### config.mk
export PLATFORM = sky130hd
export DESIGN_NAME = block_peak_rms_meter_core
export DESIGN_NICKNAME = d
export VERILOG_FILES = /design/src/rtl/bprm_pkg.sv /design/src/rtl/bprm_divsqrt.sv /design/src/rtl/block_peak_rms_meter_core.sv
export SDC_FILE = /design/constraint.sdc
export NUM_CORES = 2
export LEC_CHECK = 0
export BUFFER_PORTS_ARGS = -buffer_cell sky130_fd_sc_hd__buf_2
export CORE_ASPECT_RATIO = 0.8
export CORE_MARGIN = 5
export CORE_UTILIZATION = 65
export DETAILED_ROUTE_END_ITERATION = 12
export PLACE_DENSITY = 0.8
export SYNTH_ARGS = -nofsm -noshare
export SYNTH_HDL_FRONTEND = slang
export SYNTH_HIERARCHICAL = 1
export SYNTH_SLANG_ARGS = --single-unit
### constraint.sdc
create_clock -name clk_i -period 23.7 [get_ports clk_i]
set_clock_uncertainty 0.05 [all_clocks]
set_input_delay 1.185 -clock clk_i [delete_from_list [all_inputs] [get_ports clk_i]]
set_output_delay 1.185 -clock clk_i [all_outputs]
set_load 0.01 [all_outputs]
### src/rtl/bprm_pkg.sv
// Shared types and constants of the block peak and RMS level meter.
// No dependencies; used by every module of the block.
package bprm_pkg;

  localparam int unsigned SAMPLE_BITS = 24;
  localparam int unsigned MAX_BLOCK   = 4096;

  typedef struct packed {
    logic signed [SAMPLE_BITS-1:0] sample;
    logic                          sample_valid;
    logic                          last;
  } in_req_t;

  typedef struct packed {
    logic [SAMPLE_BITS-1:0] peak_level;
    logic [SAMPLE_BITS-1:0] rms_level;
  } out_req_t;

  typedef enum logic [1:0] {
    ST_IDLE,
    ST_ACC,
    ST_ROOT,
    ST_FIN
  } state_e;

  typedef enum logic [1:0] {
    DS_IDLE,
    DS_DIV,
    DS_SQRT,
    DS_DONE
  } ds_state_e;

endpackage

### src/rtl/bprm_divsqrt.sv
// Mean-square divide and floor square root, one bit per cycle on one shared subtractor.
// Depends on bprm_pkg for the sequencer state type.
module bprm_divsqrt #(
  parameter int unsigned SampleBits = bprm_pkg::SAMPLE_BITS,
  parameter int unsigned SumW       = 59,
  parameter int unsigned CntW       = 13
) (
  input  logic                  clk_i,
  input  logic                  rst_ni,
  input  logic                  start_i,
  input  logic [SumW-1:0]       sum_i,
  input  logic [CntW-1:0]       count_i,
  output logic                  done_o,
  output logic [SampleBits-1:0] root_o
);

  // The quotient is a mean square, never above (2^(SampleBits-1))^2.
  localparam int unsigned QW    = 2 * SampleBits - 1;
  localparam int unsigned UW    = QW + 1;
  localparam int unsigned StepW = $clog2(SumW);

  bprm_pkg::ds_state_e state_q, state_d;

  logic [SumW-1:0]  dvd_q, dvd_d;
  logic [CntW-1:0]  rem_q, rem_d;
  logic [CntW-1:0]  dsr_q, dsr_d;
  logic [StepW-1:0] step_q, step_d;
  logic [QW-1:0]    x_q, x_d;
  logic [QW-1:0]    res_q, res_d;
  logic [QW-1:0]    bit_q, bit_d;

  // Shared unit: one subtract and compare, used by both the divide and the root.
  logic [UW-1:0] op_a, op_b;
  logic [UW:0]   diff;
  logic          ge;
  logic [CntW:0] part_rem;

  assign diff     = {1'b0, op_a} - {1'b0, op_b};
  assign ge       = ~diff[UW];
  assign part_rem = {rem_q, dvd_q[SumW-1]};

  always_comb begin
    op_a = '0;
    op_b = '0;
    case (state_q)
      bprm_pkg::DS_DIV: begin
        op_a = UW'(part_rem);
        op_b = UW'(dsr_q);
      end
      bprm_pkg::DS_SQRT: begin
        op_a = UW'(x_q);
        op_b = UW'(res_q) + UW'(bit_q);
      end
      default: begin
        op_a = '0;
        op_b = '0;
      end
    endcase
  end

  always_comb begin
    state_d = state_q;
    dvd_d   = dvd_q;
    rem_d   = rem_q;
    dsr_d   = dsr_q;
    step_d  = step_q;
    x_d     = x_q;
    res_d   = res_q;
    bit_d   = bit_q;
    done_o  = 1'b0;
    case (state_q)
      bprm_pkg::DS_IDLE: begin
        if (start_i) begin
          dvd_d   = sum_i;
          dsr_d   = count_i;
          rem_d   = '0;
          step_d  = StepW'(SumW - 1);
          state_d = bprm_pkg::DS_DIV;
        end
      end
      bprm_pkg::DS_DIV: begin
        // Restoring division: quotient bits shift into the low end of the dividend.
        rem_d  = ge ? diff[CntW-1:0] : part_rem[CntW-1:0];
        dvd_d  = {dvd_q[SumW-2:0], ge};
        step_d = step_q - 1'b1;
        if (step_q == '0) begin
          x_d     = dvd_d[QW-1:0];
          res_d   = '0;
          bit_d   = QW'(1) << (QW - 1);
          step_d  = StepW'(SampleBits - 1);
          state_d = bprm_pkg::DS_SQRT;
        end
      end
      bprm_pkg::DS_SQRT: begin
        if (ge) begin
          x_d   = diff[QW-1:0];
          res_d = (res_q >> 1) + bit_q;
        end else begin
          res_d = res_q >> 1;
        end
        bit_d  = bit_q >> 2;
        step_d = step_q - 1'b1;
        if (step_q == '0) begin
          state_d = bprm_pkg::DS_DONE;
        end
      end
      bprm_pkg::DS_DONE: begin
        done_o  = 1'b1;
        state_d = bprm_pkg::DS_IDLE;
      end
      default: begin
        state_d = bprm_pkg::DS_IDLE;
      end
    endcase
  end

  always_ff @(posedge clk_i or negedge rst_ni) begin
    if (!rst_ni) begin
      state_q <= bprm_pkg::DS_IDLE;
    end else begin
      state_q <= state_d;
    end
  end

  always_ff @(posedge clk_i) begin
    dvd_q  <= dvd_d;
    rem_q  <= rem_d;
    dsr_q  <= dsr_d;
    step_q <= step_d;
    x_q    <= x_d;
    res_q  <= res_d;
    bit_q  <= bit_d;
  end

  assign root_o = res_q[SampleBits-1:0];

endmodule

### src/rtl/block_peak_rms_meter_core.sv
// Block peak and RMS level meter, top level.
// Depends on bprm_pkg and bprm_divsqrt.
//
// Usage: audio samples come in as requests on the input channel (valid and
// ready), one signed sample with a sample_valid flag and a last flag each.
// A counted sample updates the peak magnitude, the sum of squares and the
// sample count. A request with last set closes the block (its own sample is
// counted first if valid) and yields one request on the output channel with
// the peak and the floor square root of the mean square. All accumulators
// then clear. Samples past MaxBlock in one block are ignored.
//
// A request without last is captured, then multiplied and accumulated; the
// input is not ready again until that is done. A closing request then runs
// the shared subtractor in bprm_divsqrt, which does one quotient bit and then
// one root bit per cycle, before the output request shows. An empty block
// skips the divider and closes with zeros.
//
// Reset clears the accumulators and the output valid; the block is ready in
// the first cycle after reset. The output register parts the two channels:
// while a result waits, new samples of the next block are taken, and only a
// second closing request waits in its final cycle for the output to drain.
module block_peak_rms_meter_core #(
  parameter int unsigned MaxBlock = bprm_pkg::MAX_BLOCK
) (
  input  logic               clk_i,
  input  logic               rst_ni,
  input  logic               in_valid_i,
  output logic               in_ready_o,
  input  bprm_pkg::in_req_t  in_req_i,
  output logic               out_valid_o,
  input  logic               out_ready_i,
  output bprm_pkg::out_req_t out_req_o
);

  localparam int unsigned SB   = bprm_pkg::SAMPLE_BITS;
  // The count must hold MaxBlock itself; the sum holds MaxBlock full-scale squares.
  localparam int unsigned CntW = $clog2(MaxBlock + 1);
  localparam int unsigned SumW = 2 * SB - 2 + $clog2(MaxBlock) + 1;

  bprm_pkg::state_e state_q, state_d;

  logic [SB-1:0]     mag_q;
  logic [SB-1:0]     mag_in;
  logic [SB-1:0]     raw;
  logic              take_q;
  logic              last_q;
  logic [SB-1:0]     peak_q, peak_d;
  logic [SumW-1:0]   sum_q, sum_d;
  logic [CntW-1:0]   cnt_q, cnt_d;
  logic [2*SB-1:0]   square;
  logic              out_valid_q, out_valid_d;
  bprm_pkg::out_req_t out_q, out_d;
  logic              out_load;
  logic              in_fire;
  logic              ds_start;
  logic              ds_done;
  logic [SB-1:0]     ds_root;

  // Magnitude of the incoming sample; full-scale negative maps to 2^(SB-1).
  assign raw     = in_req_i.sample;
  assign mag_in  = raw[SB-1] ? (~raw + 1'b1) : raw;
  assign in_fire = in_valid_i && in_ready_o;
  assign square  = mag_q * mag_q;

  always_comb begin
    state_d     = state_q;
    peak_d      = peak_q;
    sum_d       = sum_q;
    cnt_d       = cnt_q;
    out_valid_d = out_valid_q && !out_ready_i;
    out_d       = out_q;
    out_load    = 1'b0;
    in_ready_o  = 1'b0;
    ds_start    = 1'b0;
    case (state_q)
      bprm_pkg::ST_IDLE: begin
        in_ready_o = 1'b1;
        if (in_valid_i) begin
          state_d = bprm_pkg::ST_ACC;
        end
      end
      bprm_pkg::ST_ACC: begin
        if (take_q) begin
          if (mag_q > peak_q) begin
            peak_d = mag_q;
          end
          sum_d = sum_q + SumW'(square);
          cnt_d = cnt_q + 1'b1;
        end
        if (!last_q) begin
          state_d = bprm_pkg::ST_IDLE;
        end else if (cnt_d != '0) begin
          ds_start = 1'b1;
          state_d  = bprm_pkg::ST_ROOT;
        end else begin
          state_d = bprm_pkg::ST_FIN;
        end
      end
      bprm_pkg::ST_ROOT: begin
        if (ds_done) begin
          state_d = bprm_pkg::ST_FIN;
        end
      end
      bprm_pkg::ST_FIN: begin
        // Hand the levels to the output register once it is free.
        if (!out_valid_q || out_ready_i) begin
          out_load         = 1'b1;
          out_valid_d      = 1'b1;
          out_d.peak_level = peak_q;
          out_d.rms_level  = (cnt_q == '0) ? '0 : ds_root;
          peak_d           = '0;
          sum_d            = '0;
          cnt_d            = '0;
          state_d          = bprm_pkg::ST_IDLE;
        end
      end
      default: begin
        state_d = bprm_pkg::ST_IDLE;
      end
    endcase
  end

  always_ff @(posedge clk_i or negedge rst_ni) begin
    if (!rst_ni) begin
      state_q     <= bprm_pkg::ST_IDLE;
      peak_q      <= '0;
      sum_q       <= '0;
      cnt_q       <= '0;
      out_valid_q <= 1'b0;
    end else begin
      state_q     <= state_d;
      peak_q      <= peak_d;
      sum_q       <= sum_d;
      cnt_q       <= cnt_d;
      out_valid_q <= out_valid_d;
    end
  end

  always_ff @(posedge clk_i) begin
    if (in_fire) begin
      mag_q  <= mag_in;
      take_q <= in_req_i.sample_valid && (cnt_q < CntW'(MaxBlock));
      last_q <= in_req_i.last;
    end
    if (out_load) begin
      out_q <= out_d;
    end
  end

  bprm_divsqrt #(
    .SampleBits(SB),
    .SumW      (SumW),
    .CntW      (CntW)
  ) u_divsqrt (
    .clk_i  (clk_i),
    .rst_ni (rst_ni),
    .start_i(ds_start),
    .sum_i  (sum_d),
    .count_i(cnt_d),
    .done_o (ds_done),
    .root_o (ds_root)
  );

  assign out_valid_o = out_valid_q;
  assign out_req_o   = out_q;

endmodule

== After elaboration in Yosys (flattened, before gate mapping) ==
Cells that the tools add are included.

* Register bits after elaboration: 407
* Input port bits: 30
* Output and inout bits: 50

* Add/subtract/negate cells: 7
* Multiply operators: 1
* Order comparisons: 2
* Eq/ne operators: 15
* Multiplexer cells: 49
* Bitwise logic cells: 2
* Reduce and logical (&&, ||, !) cells: 24

{| class="wikitable"
|+ Operator list
! cell !! number
|-
| one-hot mux 47 bit (2 select lines) || 4
|-
| one-hot mux 59 bit (2 select lines) || 2
|-
| 2-to-1 mux 47 bit || 5
|-
| 2-to-1 mux 59 bit || 3
|-
| one-hot mux 48 bit (2 select lines) || 1
|-
| 2-to-1 mux 24 bit || 3
|-
| 2-to-1 mux 13 bit || 5
|-
| adder 59 x 48 -> 59 bit || 1
|-
| one-hot mux 13 bit (2 select lines) || 2
|-
| subtractor 47 x 48 -> 49 bit || 1
|-
| adder 47 x 47 -> 48 bit || 1
|-
| multiplier 24 x 24 -> 48 bit || 1
|-
| one-hot mux 24 bit (2 select lines) || 1
|-
| adder 46 x 47 -> 47 bit || 1
|-
| adder 24 x 1 -> 24 bit, second input constant || 1
|-
| > comparator 24 bit || 1
|-
| inverter 24 bit || 1
|-
| 2-to-1 mux 23 bit || 1
|-
| one-hot mux 6 bit (3 select lines) || 1
|-
| one-hot mux 2 bit (4 select lines) || 2
|-
| 2-to-1 mux 2 bit || 7
|-
| != test 2 bit, second input constant || 7
|-
| adder 13 x 1 -> 13 bit, second input constant || 1
|-
| zero test 13 bit || 1
|-
| 19 further kinds || 46
|}

== Logic depth before layout (Yosys ltp) ==
* Depth in word-level cells: 9
* Mapped depth: 29
* Depth with buffers taken out: 26

== By module ==
Netlist, hierarchy kept.

{| class="wikitable"
|+ By module, submodules not included
! module !! instances !! cells an instance !! area an instance (um2) !! sequential area each (um2)
|-
| block_peak_rms_meter_core || 1 || 2732 || 26106.3 || 4699.5
|-
| bprm_divsqrt || 1 || 1581 || 15797.7 || 6326.1
|}

== Least setup slack after synthesis ==
Ideal clock, no wire load.

* Kind: flip-flop to flip-flop
* Start point: reg u_divsqrt.state_q[0]
* End point: reg u_divsqrt.x_q[0], enable pin
* Setup time: 0.524 ns
* Arrival: 9.903 ns
* Data required time: 23.126 ns
* Slack: 13.224 ns
* Stages on the path, launching flop included: 8
* Path buffers: 2
* Period minus slack after synthesis: 10.476 ns
* Path through: dfrtp_1 inv_1 ha_1 clkbuf_1 inv_1 clkbuf_1 o21ai_0 a21boi_0

* Word-level cells in the longest chain between the ends: 5

{| class="wikitable"
|+ Ends and longest elaborated chain
! what !! RTL line !! RTL
|-
| from (decl) || bprm_divsqrt.sv:22 || <nowiki>bprm_pkg::ds_state_e state_q, state_d;</nowiki>
|-
| from (signal assigned) || bprm_divsqrt.sv:119 || <nowiki>state_q <= bprm_pkg::DS_IDLE;</nowiki>
|-
| from (signal assigned) || bprm_divsqrt.sv:121 || <nowiki>state_q <= state_d;</nowiki>
|-
| equality test 2 bit or equality test 2 x 1 -> 1 bit (tied branches) || bprm_divsqrt.sv:45, bprm_divsqrt.sv:71 ||
|-
| one-hot mux 47 bit (2 select lines) or one-hot mux 48 bit (2 select lines) (tied branches) || bprm_divsqrt.sv:45 || <nowiki>case (state_q)</nowiki>
|-
| subtractor 47 x 48 -> 49 bit || bprm_divsqrt.sv:38 || <nowiki>assign diff = {1'b0, op_a} - {1'b0, op_b};</nowiki>
|-
| != test 2 bit (no line) || - ||
|-
| AND reduction 3 bit (no line) * || - ||
|-
| to (signal assigned) || bprm_divsqrt.sv:130 || <nowiki>x_q <= x_d;</nowiki>
|-
| to (decl) || bprm_divsqrt.sv:28 || <nowiki>logic [QW-1:0] x_q, x_d;</nowiki>
|}

Mark *: on every way between the ends. The rest lies on a longest branch, timed or not.
A chain may end at the register's enable or synchronous reset.

== Final worst setup path ==
* Start point: reg mag_q[8]
* End point: reg u_divsqrt.dvd_q[52] (data pin)

* Word-level cells in the longest chain between the ends: 6

{| class="wikitable"
|+ Ends and longest elaborated chain
! what !! RTL line !! RTL
|-
| from (decl) || block_peak_rms_meter_core.sv:42 || <nowiki>logic [SB-1:0] mag_q;</nowiki>
|-
| from (signal assigned) || block_peak_rms_meter_core.sv:141 || <nowiki>mag_q <= mag_in;</nowiki>
|-
| multiplier 24 x 24 -> 48 bit || block_peak_rms_meter_core.sv:63 || <nowiki>assign square = mag_q * mag_q;</nowiki>
|-
| adder 59 x 48 -> 59 bit || block_peak_rms_meter_core.sv:87 || <nowiki>sum_d = sum_q + SumW'(square);</nowiki>
|-
| 2-to-1 mux 59 bit || block_peak_rms_meter_core.sv:83 || <nowiki>if (take_q) begin</nowiki>
|-
| one-hot mux 59 bit (2 select lines) || block_peak_rms_meter_core.sv:75 || <nowiki>case (state_q)</nowiki>
|-
| named net sum_d[52] || block_peak_rms_meter_core.sv:48 || <nowiki>logic [SumW-1:0] sum_q, sum_d;</nowiki>
|-
| 2-to-1 mux 59 bit || bprm_divsqrt.sv:73 || <nowiki>if (start_i) begin</nowiki>
|-
| one-hot mux 59 bit (2 select lines) || bprm_divsqrt.sv:71 || <nowiki>case (state_q)</nowiki>
|-
| named net u_divsqrt.dvd_d[52] || bprm_divsqrt.sv:24 || <nowiki>logic [SumW-1:0] dvd_q, dvd_d;</nowiki>
|-
| to (signal assigned) || bprm_divsqrt.sv:126 || <nowiki>dvd_q <= dvd_d;</nowiki>
|-
| to (decl) || bprm_divsqrt.sv:24 ||
|}

The timed path passes the listed nets, and every way through them passes these cells. The select of a mux whose other input is x is not followed.

==> impl_metrics.json <==
{
  "synth-compound-area-share_pct": 12.1,
  "synth-seq-cells": 384,
  "worst_slew_pin_slew_ps": 1110,
  "core-area_sq_um": 64000,
  "cts_buffer_depth": 3,
  "fmaxAchievable_mhz": 111,
  "antenna_found_initial": 3,
  "drtIter0Drc": 2713,
  "tritoncts": "built",
  "wirelength_microns": 101000,
  "finalNetCount": 5097,
  "postCtsSetupBuffers": 0,
  "hpwl_microns": 77600,
  "gp_congestion": 0.935,
  "firstDrtPassIters": 6,
  "crit_arrival_ps": 9310,
  "synthArstFlopShare_pct": 26.3,
  "synthCells": 4313,
  "antenna_left": 0,
  "cts_buffers": 43,
  "finalHoldViolations": 0,
  "synth_top_family_by_area": "adder cells",
  "finalSetupTns_ps": 0,
  "start_util_pct": 65.5,
  "outcome": "complete, no violations",
  "n_fill_cell": 4895,
  "setup_viol": 0,
  "num_rows": 83,
  "slew_headroom_pct": 26.0,
  "drcViolationCount": 0,
  "synthMuxAreaShare_pct": 3.64,
  "overflow": 0,
  "routed_via_density": 6.02,
  "synth.top_cells.by_area": "fa_1, edfxtp_1, ha_1, inv_1, dfrtp_1",
  "required_ps": 23970,
  "syn_nets": 5130,
  "final_max_slew_viol_count": 0,
  "syn_to_final_growth_pct": 5.54,
  "synthXorXnorAreaFrac_pct": 3.68,
  "dieArea_sq_um": 69700,
  "drive_above_1_share_pct": 8.37,
  "drt-wirelength-per-cell_microns": 19.6,
  "htree_levels": 2,
  "grt_max_degree": 73,
  "synth_area_sq_um": 41900,
  "min_period_over_period_pct": 38.1,
  "synth.yosys.seq_area_share_pct": 26.3,
  "cts_resized": 0,
  "io_pins": 80,
  "cp-start-kind": "register",
  "ys_types": 98,
  "chipWidth_microns": 294,
  "cp-end-kind": "register",
  "layout_common_cells": "inv_1, fa_1, nand2_1",
  "clock-sinks": 384,
  "layout_min_cycle_time_ps": 9040,
  "synth_top_cell_by_area": "fa_1",
  "rsz0062_at_grt": "false",
  "insertion_delay_ps": 610,
  "clk_pin_slew_ps": 60,
  "final_common_cell": "inv_1",
  "synthAdderAreaFrac_pct": 32.0,
  "drv_cap": 0,
  "holdBufCountCts": 0,
  "yosysWarningCount": 6,
  "vias": 31100,
  "die_y_microns": 237,
  "min_path_type": "reg2reg",
  "synth-edff-count": 283,
  "grtUsageTotal_pct": 29.1,
  "avgSynthCellArea_sq_um": 9.72,
  "port_buffers": 79,
  "synthSimpleGateAreaFrac_pct": 13.1,
  "criticalPathCategory": "reg2reg",
  "clockRootBuffer": "clkbuf_16",
  "yosysTopAreaCellShare_pct": 22.7,
  "grt_first_pass_wirelength_microns": 164000,
  "synthFlopType": "edfxtp_1",
  "grt_pass1_vias": 31200,
  "path_max_fanout": 22
}
## final timing paths
check / startpoint / endpoint / slack [ps] / cells after the start
worst max-delay path: mag_q[8] / u_divsqrt/dvd_q[52] / 14660 / 24
worst min-delay path: peak_q[4] / out_req_o[28] / 390 / 0
worst max register to register: mag_q[8] / u_divsqrt/dvd_q[52] / 14660 / 24
worst min register to register: peak_q[4] / out_req_o[28] / 390 / 0
max in group asynchronous: rst_ni / sum_q[26] / 21680 / 2
min in group asynchronous: rst_ni / sum_q[42] / 620 / 1
## area by class of cell
| class | instances | area, sq um | share of cell area (%) |
|---|---|---|---|
| multi-input combinational | 2980 | 27100 | 61.4 |
| sequential | 384 | 11000 | 24.9 |
| inverter | 752 | 2820 | 6.38 |
| clock buffer | 61 | 1190 | 2.70 |
| tap | 850 | 1060 | 2.40 |
| timing repair buffer | 119 | 698 | 1.58 |
| clock inverter | 19 | 285 | 0.645 |
| antenna | 1 | 2.50 | 0.00566 |
## synthesized netlist by cell type, types with 14 or more instances
library cell and number:
inv_1 752, nor2_1 141, clkbuf_1 125, o31ai_1 22
o211ai_1 27, o21ai_0 186, xor2_1 59, or3_1 20
nor3_1 26, mux2_2 98, and2_1 221, and3_1 25
o21bai_1 25, a31o_2 15, a21o_1 62, mux2i_1 42
nand4_1 46, buf_2 17, nand2b_1 35, nand2_1 451
a21oi_1 168, edfxtp_1 283, a22o_1 23, dfrtp_1 101
fa_1 475, nand3_1 53, nor2b_1 29, xnor2_1 117
a31oi_1 48, o21a_1 27, buf_4 32, ha_1 312
a211oi_1 14
## stage by stage
step	utilization (%)	hold slack [ps]	worst slack [ps]	cell area, sq um	cells
after global placement	66.8	380	15130	42700	5085
after CTS	69.1	396	14860	44200	5165
after floorplan	-	375	13220	41900	4313
final	69.1	395	14660	44200	5166
after detailed placement	66.8	381	14880	42700	5085
after global routing	69.1	401	14440	44200	5165
## critical path, cell delays in order, from the launching register on
cell and delay [ps]:
edfxtp_1 870, inv_1 370, nor2_1 330, inv_1 110, fa_1 550, inv_1 60, fa_1 420, fa_1 560
fa_1 440, fa_1 520, fa_1 560, inv_1 60, fa_1 530, inv_1 40, ha_1 360, a21oi_1 320
o21ai_0 200, a221oi_1 470, o21ai_0 210, or4_1 480, o21a_1 200, o21ai_1 500, or4_1 200, nand3_1 90
mux2_2 270
## cell families (layout without fill, tap and decap cells)
| group | after synthesis | after routing |
|---|---|---|
| fa+ha+maj | 787 | 787 |
| buf+inv | 949 | 951 |
| compound gates | 760 | 760 |
| other cells | 0 | 1 |
| mux | 140 | 140 |
| simple gates | 1117 | 1117 |
| xor+xnor | 176 | 176 |
| flops | 384 | 384 |
## sequential cells by signal, summed over array words and instances (netlist names), 24 cells and up, named ones only
register	flops
u_divsqrt/res_q	47
out_req_o	48
u_divsqrt/dvd_q	59
u_divsqrt/x_q	47
peak_q	24
u_divsqrt/bit_q	24
sum_q	59
mag_q	24
## metal layers
layer / wire [microns] / up-vias / global-route usage (%)
met3: 9190 / 230 / 6.24
met5: 27 / - / 0
li1: - / 14200 / -
met2: 46500 / 1280 / 45.2
met1: 42800 / 15400 / 42.0
met4: 2990 / 4 / 8.08
Power is not shown: default switching activity piles up to over one toggle a cycle in this logic, so the estimate is an artifact.
